$ cat config.mk
export PLATFORM = sky130hd
export DESIGN_NAME = integer_to_base_string
export DESIGN_NICKNAME = d
export VERILOG_FILES = /design/src/hw/rtl/itbs_pkg.sv /design/src/hw/rtl/integer_to_base_string.sv
export SDC_FILE = /design/constraint.sdc
export NUM_CORES = 1
export LEC_CHECK = 0
export ABC_AREA = 1
export BUFFER_PORTS_ARGS = -buffer_cell sky130_fd_sc_hd__buf_4
export CAP_MARGIN = 20
export CORE_ASPECT_RATIO = 0.7
export CORE_MARGIN = 3
export CORE_UTILIZATION = 48
export DETAILED_ROUTE_END_ITERATION = 10
export SLEW_MARGIN = 20
export SYNTH_ARGS = -nofsm -noshare
export SYNTH_HDL_FRONTEND = slang
export SYNTH_SLANG_ARGS = --single-unit
$ cat constraint.sdc
create_clock -name clk -period 8.4 [get_ports clk]
set_clock_uncertainty 0.15 [all_clocks]
set_input_delay 1.68 -clock clk [delete_from_list [all_inputs] [get_ports clk]]
set_output_delay 1.68 -clock clk [all_outputs]
set_load 0.02 [all_outputs]
$ cat src/hw/rtl/itbs_pkg.sv
package itbs_pkg;

  localparam int NUMBER_WIDTH_DEF = 32;
  localparam int MAX_BASE_DEF     = 16;

  localparam int CFG_WIDTH       = 64;
  localparam int CFG_INDEX_WIDTH = 2;
  localparam int CHAR_WIDTH      = 8;
  localparam int BASE_LEN_WIDTH  = 5;

  localparam logic [CFG_INDEX_WIDTH-1:0] REG_BASE_LENGTH  = 2'd0;
  localparam logic [CFG_INDEX_WIDTH-1:0] REG_SYMBOLS_LOW  = 2'd1;
  localparam logic [CFG_INDEX_WIDTH-1:0] REG_SYMBOLS_HIGH = 2'd2;

  localparam logic [BASE_LEN_WIDTH-1:0] BASE_LENGTH_RST  = 5'd10;
  localparam logic [CFG_WIDTH-1:0]      SYMBOLS_LOW_RST  = 64'h3736_3534_3332_3130;
  localparam logic [CFG_WIDTH-1:0]      SYMBOLS_HIGH_RST = 64'h0000_0000_0000_4639;

  localparam logic [CHAR_WIDTH-1:0] MINUS_CHAR = 8'h2D;

  typedef enum logic [1:0] {
    ST_IDLE,
    ST_CONV,
    ST_EMIT
  } state_t;

endpackage

$ cat src/hw/rtl/integer_to_base_string.sv
// an input is taken only in the idle state, once the last character of the previous value
// has been loaded onto the output, so one value is converted at a time
// the magnitude shifts in one bit per cycle, msb first, through a row of radix digit cells
// characters then leave one per cycle while m_tready is high, sign first, most significant digit first
// rst is synchronous: the config registers return to base 10 and the default symbol bytes
// reset clears control state; no item is in flight after reset
module integer_to_base_string #(
  parameter int NUMBER_WIDTH = itbs_pkg::NUMBER_WIDTH_DEF,
  parameter int MAX_BASE     = itbs_pkg::MAX_BASE_DEF
) (
  input  logic                                         clk,
  input  logic                                         rst,
  input  logic                                         s_tvalid,
  output logic                                         s_tready,
  input  logic [((NUMBER_WIDTH + 7) / 8) * 8 - 1:0]    s_tdata,   // value
  output logic                                         m_tvalid,
  input  logic                                         m_tready,
  output logic [itbs_pkg::CHAR_WIDTH-1:0]              m_tdata,   // out_char
  output logic                                         m_tlast,
  input  logic                                         cfg_we,
  input  logic [itbs_pkg::CFG_INDEX_WIDTH-1:0]         cfg_index,
  input  logic [itbs_pkg::CFG_WIDTH-1:0]               cfg_data
);
  import itbs_pkg::*;

  localparam int W  = NUMBER_WIDTH;
  localparam int DW = (MAX_BASE > 2) ? $clog2(MAX_BASE) : 1;
  localparam int RW = $clog2(MAX_BASE + 1);
  localparam int CW = $clog2(W + 1);
  localparam int IW = $clog2(W);

  state_t state, state_next;

  logic [BASE_LEN_WIDTH-1:0] base_length;
  logic [CFG_WIDTH-1:0]      symbols_low;
  logic [CFG_WIDTH-1:0]      symbols_high;

  logic [W-1:0]  mag;
  logic [RW-1:0] radix;
  logic [DW-1:0] cells [W];
  logic [CW-1:0] cnt;
  logic [CW-1:0] bits;
  logic [IW-1:0] idx;
  logic          sign_pending;

  logic          take;
  logic          conv_step;
  logic          out_free;
  logic          emit_load;

  logic [RW-1:0] radix_use;
  logic [W-1:0]  raw;
  logic [W-1:0]  mag_in;
  logic [DW:0]   rad_e;
  logic [W-1:0]  gen;
  logic [W-1:0]  prop;
  logic [W:0]    sum;
  logic [W:0]    carries;
  logic [DW-1:0] cell_next [W];
  logic [CW-1:0] cnt_next;

  logic [2*CFG_WIDTH-1:0] syms;
  logic [DW-1:0]          dig;
  logic [3:0]             sym_idx;
  logic [CHAR_WIDTH-1:0]  sym;

  // radix clamp
  always_comb begin
    if (base_length < BASE_LEN_WIDTH'(2)) begin
      radix_use = RW'(2);
    end else if (base_length > BASE_LEN_WIDTH'(MAX_BASE)) begin
      radix_use = RW'(MAX_BASE);
    end else begin
      radix_use = base_length[RW-1:0];
    end
  end

  assign raw    = s_tdata[W-1:0];
  assign mag_in = raw[W-1] ? (~raw + W'(1)) : raw;

  // digit cells: double each digit and add the carry from below
  assign rad_e = (DW + 1)'(radix);

  always_comb begin
    for (int i = 0; i < W; i++) begin
      gen[i]  = ({cells[i], 1'b0} >= rad_e);
      prop[i] = ({cells[i], 1'b1} == rad_e);
    end
  end

  // carry chain as an add of generate and generate-or-propagate
  assign sum     = {1'b0, gen | prop} + {1'b0, gen} + (W + 1)'(mag[W-1]);
  assign carries = sum ^ {1'b0, gen | prop} ^ {1'b0, gen};

  always_comb begin
    for (int i = 0; i < W; i++) begin
      cell_next[i] = DW'({cells[i], carries[i]} - (carries[i+1] ? rad_e : (DW + 1)'(0)));
    end
  end

  assign cnt_next = (cnt < CW'(W) && carries[cnt]) ? cnt + CW'(1) : cnt;

  // symbol lookup
  assign syms    = {symbols_high, symbols_low};
  assign dig     = cells[idx];
  assign sym_idx = 4'(dig);
  assign sym     = syms[{sym_idx, 3'b000} +: CHAR_WIDTH];

  // next state
  always_comb begin
    state_next = state;
    case (state)
      ST_IDLE: begin
        if (s_tvalid) begin
          state_next = ST_CONV;
        end
      end
      ST_CONV: begin
        if (bits == CW'(1)) begin
          state_next = ST_EMIT;
        end
      end
      ST_EMIT: begin
        if (out_free && !sign_pending && idx == IW'(0)) begin
          state_next = ST_IDLE;
        end
      end
      default: state_next = ST_IDLE;
    endcase
  end

  // control outputs
  always_comb begin
    s_tready  = 1'b0;
    conv_step = 1'b0;
    emit_load = 1'b0;
    case (state)
      ST_IDLE: s_tready  = 1'b1;
      ST_CONV: conv_step = 1'b1;
      ST_EMIT: emit_load = out_free;
      default: s_tready  = 1'b0;
    endcase
  end

  assign take     = s_tvalid && s_tready;
  assign out_free = !m_tvalid || m_tready;

  always_ff @(posedge clk) begin
    if (rst) begin
      state        <= ST_IDLE;
      base_length  <= BASE_LENGTH_RST;
      symbols_low  <= SYMBOLS_LOW_RST;
      symbols_high <= SYMBOLS_HIGH_RST;
      cnt          <= '0;
      bits         <= '0;
      sign_pending <= 1'b0;
      m_tvalid     <= 1'b0;
    end else begin
      state <= state_next;

      if (cfg_we) begin
        case (cfg_index)
          REG_BASE_LENGTH:  base_length  <= cfg_data[BASE_LEN_WIDTH-1:0];
          REG_SYMBOLS_LOW:  symbols_low  <= cfg_data;
          REG_SYMBOLS_HIGH: symbols_high <= cfg_data;
          default: ;
        endcase
      end

      if (take) begin
        mag          <= mag_in;
        sign_pending <= raw[W-1];
        radix        <= radix_use;
        cnt          <= CW'(1);
        bits         <= CW'(W);
        for (int i = 0; i < W; i++) begin
          cells[i] <= '0;
        end
      end

      if (conv_step) begin
        mag  <= mag << 1;
        cnt  <= cnt_next;
        bits <= bits - CW'(1);
        idx  <= IW'(cnt_next - CW'(1));
        for (int i = 0; i < W; i++) begin
          cells[i] <= cell_next[i];
        end
      end

      if (emit_load) begin
        m_tvalid <= 1'b1;
        if (sign_pending) begin
          m_tdata      <= MINUS_CHAR;
          m_tlast      <= 1'b0;
          sign_pending <= 1'b0;
        end else begin
          m_tdata <= sym;
          m_tlast <= (idx == IW'(0));
          idx     <= idx - IW'(1);
        end
      end else if (m_tready) begin
        m_tvalid <= 1'b0;
      end
    end
  end

`ifndef SYNTHESIS
  a_start_clean: assert property (@(posedge clk) disable iff (rst)
    take |=> (state == ST_CONV) && (cnt == CW'(1)))
    else $error("conversion did not start from one digit");

  a_idx_in_range: assert property (@(posedge clk) disable iff (rst)
    (state == ST_EMIT) |-> ((CW)'(idx) < cnt))
    else $error("emit pointer beyond digit count");

  a_radix_range: assert property (@(posedge clk) disable iff (rst)
    (state == ST_CONV) |-> (radix >= RW'(2)) && (radix <= RW'(MAX_BASE)))
    else $error("radix out of range during conversion");

  a_sign_first: assert property (@(posedge clk) disable iff (rst)
    (emit_load && sign_pending) |=> (m_tdata == MINUS_CHAR) && !m_tlast && m_tvalid)
    else $error("minus sign not presented");
`endif

endmodule
Yosys cells after proc, flatten, opt, wreduce, memory -nomap -nowiden
Memories as Yosys holds them, arrays and structs flattened. A register that Yosys moved wholly into a read port is not among the register bits.
Cells that the tools add are included.
{"block": "classes", "order_cmp": 36, "reduce_logical": 20, "shifts": 1, "add_sub_neg": 39, "eq_ne": 40, "muxes": 97, "n_bitwise": 37}
{"op": "4-bit two-way mux", "count": 64}
{"op": "5-bit equality test", "count": 32}
{"op": "5-bit greater-or-equal comparator", "count": 32}
{"op": "128-bit by 8-bit variable part select with 8-bit output", "count": 1}
{"op": "4-bit subtractor", "count": 32}
{"op": "32-bit two-way mux", "count": 3}
{"op": "33-bit by 32-bit XOR with 33-bit output", "count": 2}
{"op": "32-bit by 32-bit adder with 33-bit output", "count": 1}
{"op": "33-bit by 1-bit adder with 33-bit output", "count": 1}
{"op": "32-bit by 1-bit adder with 32-bit output, second input constant", "count": 1}
{"op": "32-bit NOT", "count": 1}
{"op": "1-bit OR", "count": 32}
{"op": "32-bit OR", "count": 1}
{"op": "6-bit two-way mux", "count": 5}
{"op": "5-bit two-way mux", "count": 5}
{"op": "1-bit two-way mux", "count": 15}
{"op": "2-bit AND reduction", "count": 6}
{"op": "5-bit by 1-bit subtractor with 5-bit output, second input constant", "count": 2}
{"op": "6-bit by 7-bit less-than comparator with 1-bit output, second input constant", "count": 1}
{"op": "6-bit by 1-bit adder with 6-bit output, second input constant", "count": 1}
{"op": "1-bit binary-select mux with 6-bit select", "count": 1}
{"op": "6-bit by 1-bit equality test with 1-bit output, second input constant", "count": 1}
{"op": "6-bit less-than comparator, second input constant", "count": 1}
{"op": "2-bit two-way mux", "count": 3}
{"op": "other kinds (16)", "count": 26}
{"block": "totals", "out_inout_bits": 11, "regBits": 200, "inputBits": 103, "elab_cells": 286, "ram_bits": 128, "memories": 1}
{"memory": "cells", "depth": 32, "width": 4, "rd": 33, "rd_ports_with_merged_regs": 1, "wr": 32, "line_no": "integer_to_base_string.sv:40", "source": "logic [DW-1:0] cells [W];"}

Logic depth before layout (Yosys ltp)
{"block": "depth", "ltp_word": 15, "depth_mapped": 39, "mapped_depth_nobuf": 37}

Worst setup path after synthesis
No wires, ideal clock.
{"block": "synth_path", "path_type": "input to register", "startpoint": "input s_tvalid", "endpoint": "memory cells[0][0] (netlist name), enable pin", "stages": 5, "setup_ps": 492, "setup_slack_ps": 2589, "arrival_time_ps": 5169, "path_buffers": 1, "path_cell_list": "nand2_1 nor2_1 inv_1 clkbuf_1 nand2_1"}
{"item": "start: declaration", "line_no": "integer_to_base_string.sv:13", "source": "input logic s_tvalid,"}
{"item": "end: declaration", "line_no": "integer_to_base_string.sv:40"}

Final worst setup path
{"block": "layout_path", "startpoint": "register radix[3], in the netlist rad_e[3]", "endpoint": "register idx[2] (data pin)"}
{"block": "layout_via", "elab_chain_len": 14, "elab_cells_between_ends": 77, "cone_classes": "add/sub (3); order compare (32); eq/ne (32); mux (6); bitwise (3); reduce/logical (1)"}
{"item": "start: declaration", "line_no": "integer_to_base_string.sv:39", "source": "logic [RW-1:0] radix;"}
{"item": "start signal: assignment", "line_no": "integer_to_base_string.sv:173", "source": "radix <= radix_use;"}
{"item": "5-bit greater-or-equal comparator / 5-bit equality test (equally long branches)", "line_no": "integer_to_base_string.sv:86, integer_to_base_string.sv:87"}
{"item": "32-bit OR", "line_no": "integer_to_base_string.sv:92, integer_to_base_string.sv:93"}
{"item": "32-bit by 32-bit adder with 33-bit output", "line_no": "integer_to_base_string.sv:92", "source": "assign sum = {1'b0, gen | prop} + {1'b0, gen} + (W + 1)'(mag[W-1]);"}
{"item": "33-bit by 1-bit adder with 33-bit output", "line_no": "integer_to_base_string.sv:92"}
{"item": "33-bit by 32-bit XOR with 33-bit output", "line_no": "integer_to_base_string.sv:93", "source": "assign carries = sum ^ {1'b0, gen | prop} ^ {1'b0, gen};"}
{"item": "33-bit by 32-bit XOR with 33-bit output (*)", "line_no": "integer_to_base_string.sv:93"}
{"item": "1-bit binary-select mux with 6-bit select (*)", "line_no": "integer_to_base_string.sv:101", "source": "assign cnt_next = (cnt < CW'(W) && carries[cnt]) ? cnt + CW'(1) : cnt;"}
{"item": "1-bit two-way mux (not written as such) (*)", "line_no": "integer_to_base_string.sv:101"}
{"item": "1-bit logical AND (*)", "line_no": "integer_to_base_string.sv:101"}
{"item": "6-bit two-way mux (*)", "line_no": "integer_to_base_string.sv:101"}
{"item": "5-bit by 1-bit subtractor with 5-bit output (*)", "line_no": "integer_to_base_string.sv:185", "source": "idx <= IW'(cnt_next - CW'(1));"}
{"item": "5-bit two-way mux (*)", "line_no": "integer_to_base_string.sv:181", "source": "if (conv_step) begin"}
{"item": "5-bit two-way mux", "line_no": "integer_to_base_string.sv:193", "source": "if (sign_pending) begin"}
{"item": "5-bit two-way mux (*)", "line_no": "integer_to_base_string.sv:191", "source": "if (emit_load) begin"}
{"item": "end signal: assignment", "line_no": "integer_to_base_string.sv:185"}
{"item": "end signal: assignment", "line_no": "integer_to_base_string.sv:200", "source": "idx <= idx - IW'(1);"}
{"item": "end: declaration", "line_no": "integer_to_base_string.sv:43", "source": "logic [IW-1:0] idx;"}
Every way passes the cells marked *; elsewhere a longest branch is shown, timed or not. The select of a mux whose other input is x is not followed.
A chain may end at the register's enable or synchronous reset.

==> reports/metrics.cfg <==
[synth]
ys_ff_latch=333
ys_dominant_reg_cell=edfxtp_1
syn_nets=3812
synthCells=3445
synth_enable_flop_cells=179
synthArstFlopShare_pct=0
netlist_area_um2=25100
syn_area_per_cell_um2=7.28
seq_area_frac_synth_pct=33.7
yosysWarnings=0
yosysUniqueCellTypes=57

[drt]
routedWlPerCell_um=19.2
vias=23400
drt_iter0_markers=2392
firstDrtPassIters=5
drc=0
avgViaCountPerCell=5.58
routed_wl_mm=80.6
ant_nets=0

[worst_hold_path]
min_path_type=reg2reg
min_from=symbols_low[39]$_SDFFE_PP0P_

[power_and_ir_drop]
pwr_density_cell_nw_per_um2=227
p_leak_uw=0.0129
vdd.ir_drop.worst_v=0.000134
total_power_uw=6310

[global_route]
grt_pass1_vias=22300
antenna_found_initial=2
track_usage_pct=28.8
grt_overflow_total=0
grt_max_degree=112
grt_pass1_wl_mm=126

[outcome]
status=completed

[sta]
rsz0062_at_grt=false
slew_viol_final=0
finalCritPeriodShare_pct=73.6
fmax_mhz=162
period_minus_slack_ns=6.18
tightest_slew_ns=1.05
slew_headroom_pct=30.0
tns_ns=0
setup_viol=0
hold_violations=0

[job]
maxCapViolCount=0

[final_layout]
syn2layout_area_growth_pct=10.8
drive_gt1_share_pct=9.21
layout_commonest_cell=nand2_1
layout_common_cells=681 x nand2_1, 548 x nor2_1, 394 x inv_1
nets=3864
fin_cells=4202
antenna_cells=0

[clock_tree]
cts_tree=yes
htree_num_levels=2
ctsResizeCount=0
clock_latency_ns=0.58
cts_max_path_buffers=3
cts_root_buf=clkbuf_16
cts_sinks=333
numCtsBuffers=39
post_cts_buffers=0
clk_pin_slew_ns=0.06
cts_hold_buf=0

[worst_setup_path]
critPathBufInv=6
slowest_stage=o21ai_0
critPathKind=reg2reg
r2r-start=rad_e[3]$_SDFFCE_PP0P_
cp_top_family=simple AND/OR/NAND/NOR gates
cpMostUsedCell=nand2_1
critPathMaxFanout=31
crit_path_start=rad_e[3]$_SDFFCE_PP0P_
crit_required_ns=8.57
slowest_delay_ns=0.49
crit_arrival_ns=6.35
cp-end-kind=register
startpoint_type=register

[placed_design]
hpwl_mm=58.0
dp_cells=4130
place.gp.congestion=0.993
port-buffer-count=113

[floorplan]
fp.dieArea_um2=55000
die_h_um=197
core-area_um2=51200
die_w_um=279
ioPinCount=114
start_util_pct=49.0
fp-row-count=69

==> flip-flops by register name, indices dropped and copies added, names as in the netlist, named ones only <==
register	count
base_length	5
bits	6
cells	128
cnt	6
idx	5
m_tdata	8
m_tlast	1
m_tvalid	1
mag	32
rad_e	5
sign_pending	1
state	2
symbols_high	64
symbols_low	64
==> per-layer routing <==
metal / global-route usage (%) / routed length [µm] / vias to the layer above
met4: 6.49 / 1480 / 0
li1: - / - / 11400
met3: 5.07 / 7210 / 95
met1: 45.6 / 40100 / 11000
met5: 0 / 0 / -
met2: 40.2 / 31800 / 891
==> Yosys cell counts (9+ instances only) <==
master	instances	area share, %
fa_1	32	2.6
o21ai_0	320	6.4
a21oi_1	197	3.9
o211ai_1	24	0.72
dfxtp_1	154	12
nand2_2	17	0.42
xor2_1	65	2.3
edfxtp_1	179	21
buf_1	9	0.13
nor2_1	552	8.3
inv_2	9	0.13
clkbuf_1	106	1.6
nand2_1	683	10
nand3_1	159	3.2
nor3_1	23	0.46
inv_1	399	6.0
nand4_1	33	0.82
ha_1	232	12
o221ai_1	14	0.49
nand3_2	10	0.40
xnor2_1	46	1.6
buf_2	15	0.30
nor2_2	19	0.47
o22ai_1	28	0.70
and3_1	9	0.22
or2_2	32	0.80
==> power breakdown <==
| group | internal [µW] | switching (µW) | total [µW] |
|---|---|---|---|
| registers | 1960 | 136 | 2100 |
| logic | 851 | 1630 | 2480 |
| clock network | 983 | 750 | 1730 |
| total | 3790 | 2520 | 6310 |
==> worst reg2reg max path, delay by kind of cell (launching register included) <==
family	cells	cell delay [ns]
AOI/OAI and AO/OA	5	1.40
buffers and inverters	6	1.23
and+or+nand+nor	14	1.91
adders and majority gates	3	0.89
DFF	1	0.32
==> kinds of logic after synthesis <==
family	Yosys count	share of synthesized area [%]
DFF	333	33.7
xor gates and xnor gates	111	3.88
and+or+nand+nor	1569	26.4
adders and majority gates	264	14.1
AOI/OAI and AO/OA	616	13.3
buffers and inverters	552	8.58
==> final timing paths <==
path	to	slack [ns]	depth (start not counted)
worst max-delay path	idx[2]$_DFFE_PN_	2.22	28
worst min-delay path	symbols_low[39]$_SDFFE_PP0P_	0.30	2
worst max register to register	idx[2]$_DFFE_PN_	2.22	28
worst min register to register	symbols_low[39]$_SDFFE_PP0P_	0.30	2
==> through the flow <==
step	worst slack, ns	area [µm²]	util [%]	hold slack (ns)
after CTS	2.46	27800	54.3	0.296
after floorplan	2.59	25100	-	0.271
after global placement	2.46	26500	51.8	0.283
final	2.22	27800	54.3	0.295
after global routing	1.95	27800	54.3	0.313
after detailed placement	2.46	26500	51.8	0.286
==> layout make-up <==
type	count	area, µm²
Fill cell	4958	23400
Sequential cell	333	8460
Inverter	414	1560
Timing Repair Buffer	149	1140
Clock inverter	17	210
Tap cell	674	843
Clock buffer	55	1060
Multi-Input combinational cell	2560	14500
No activity file was read; power rests on OpenSTA's default activity.
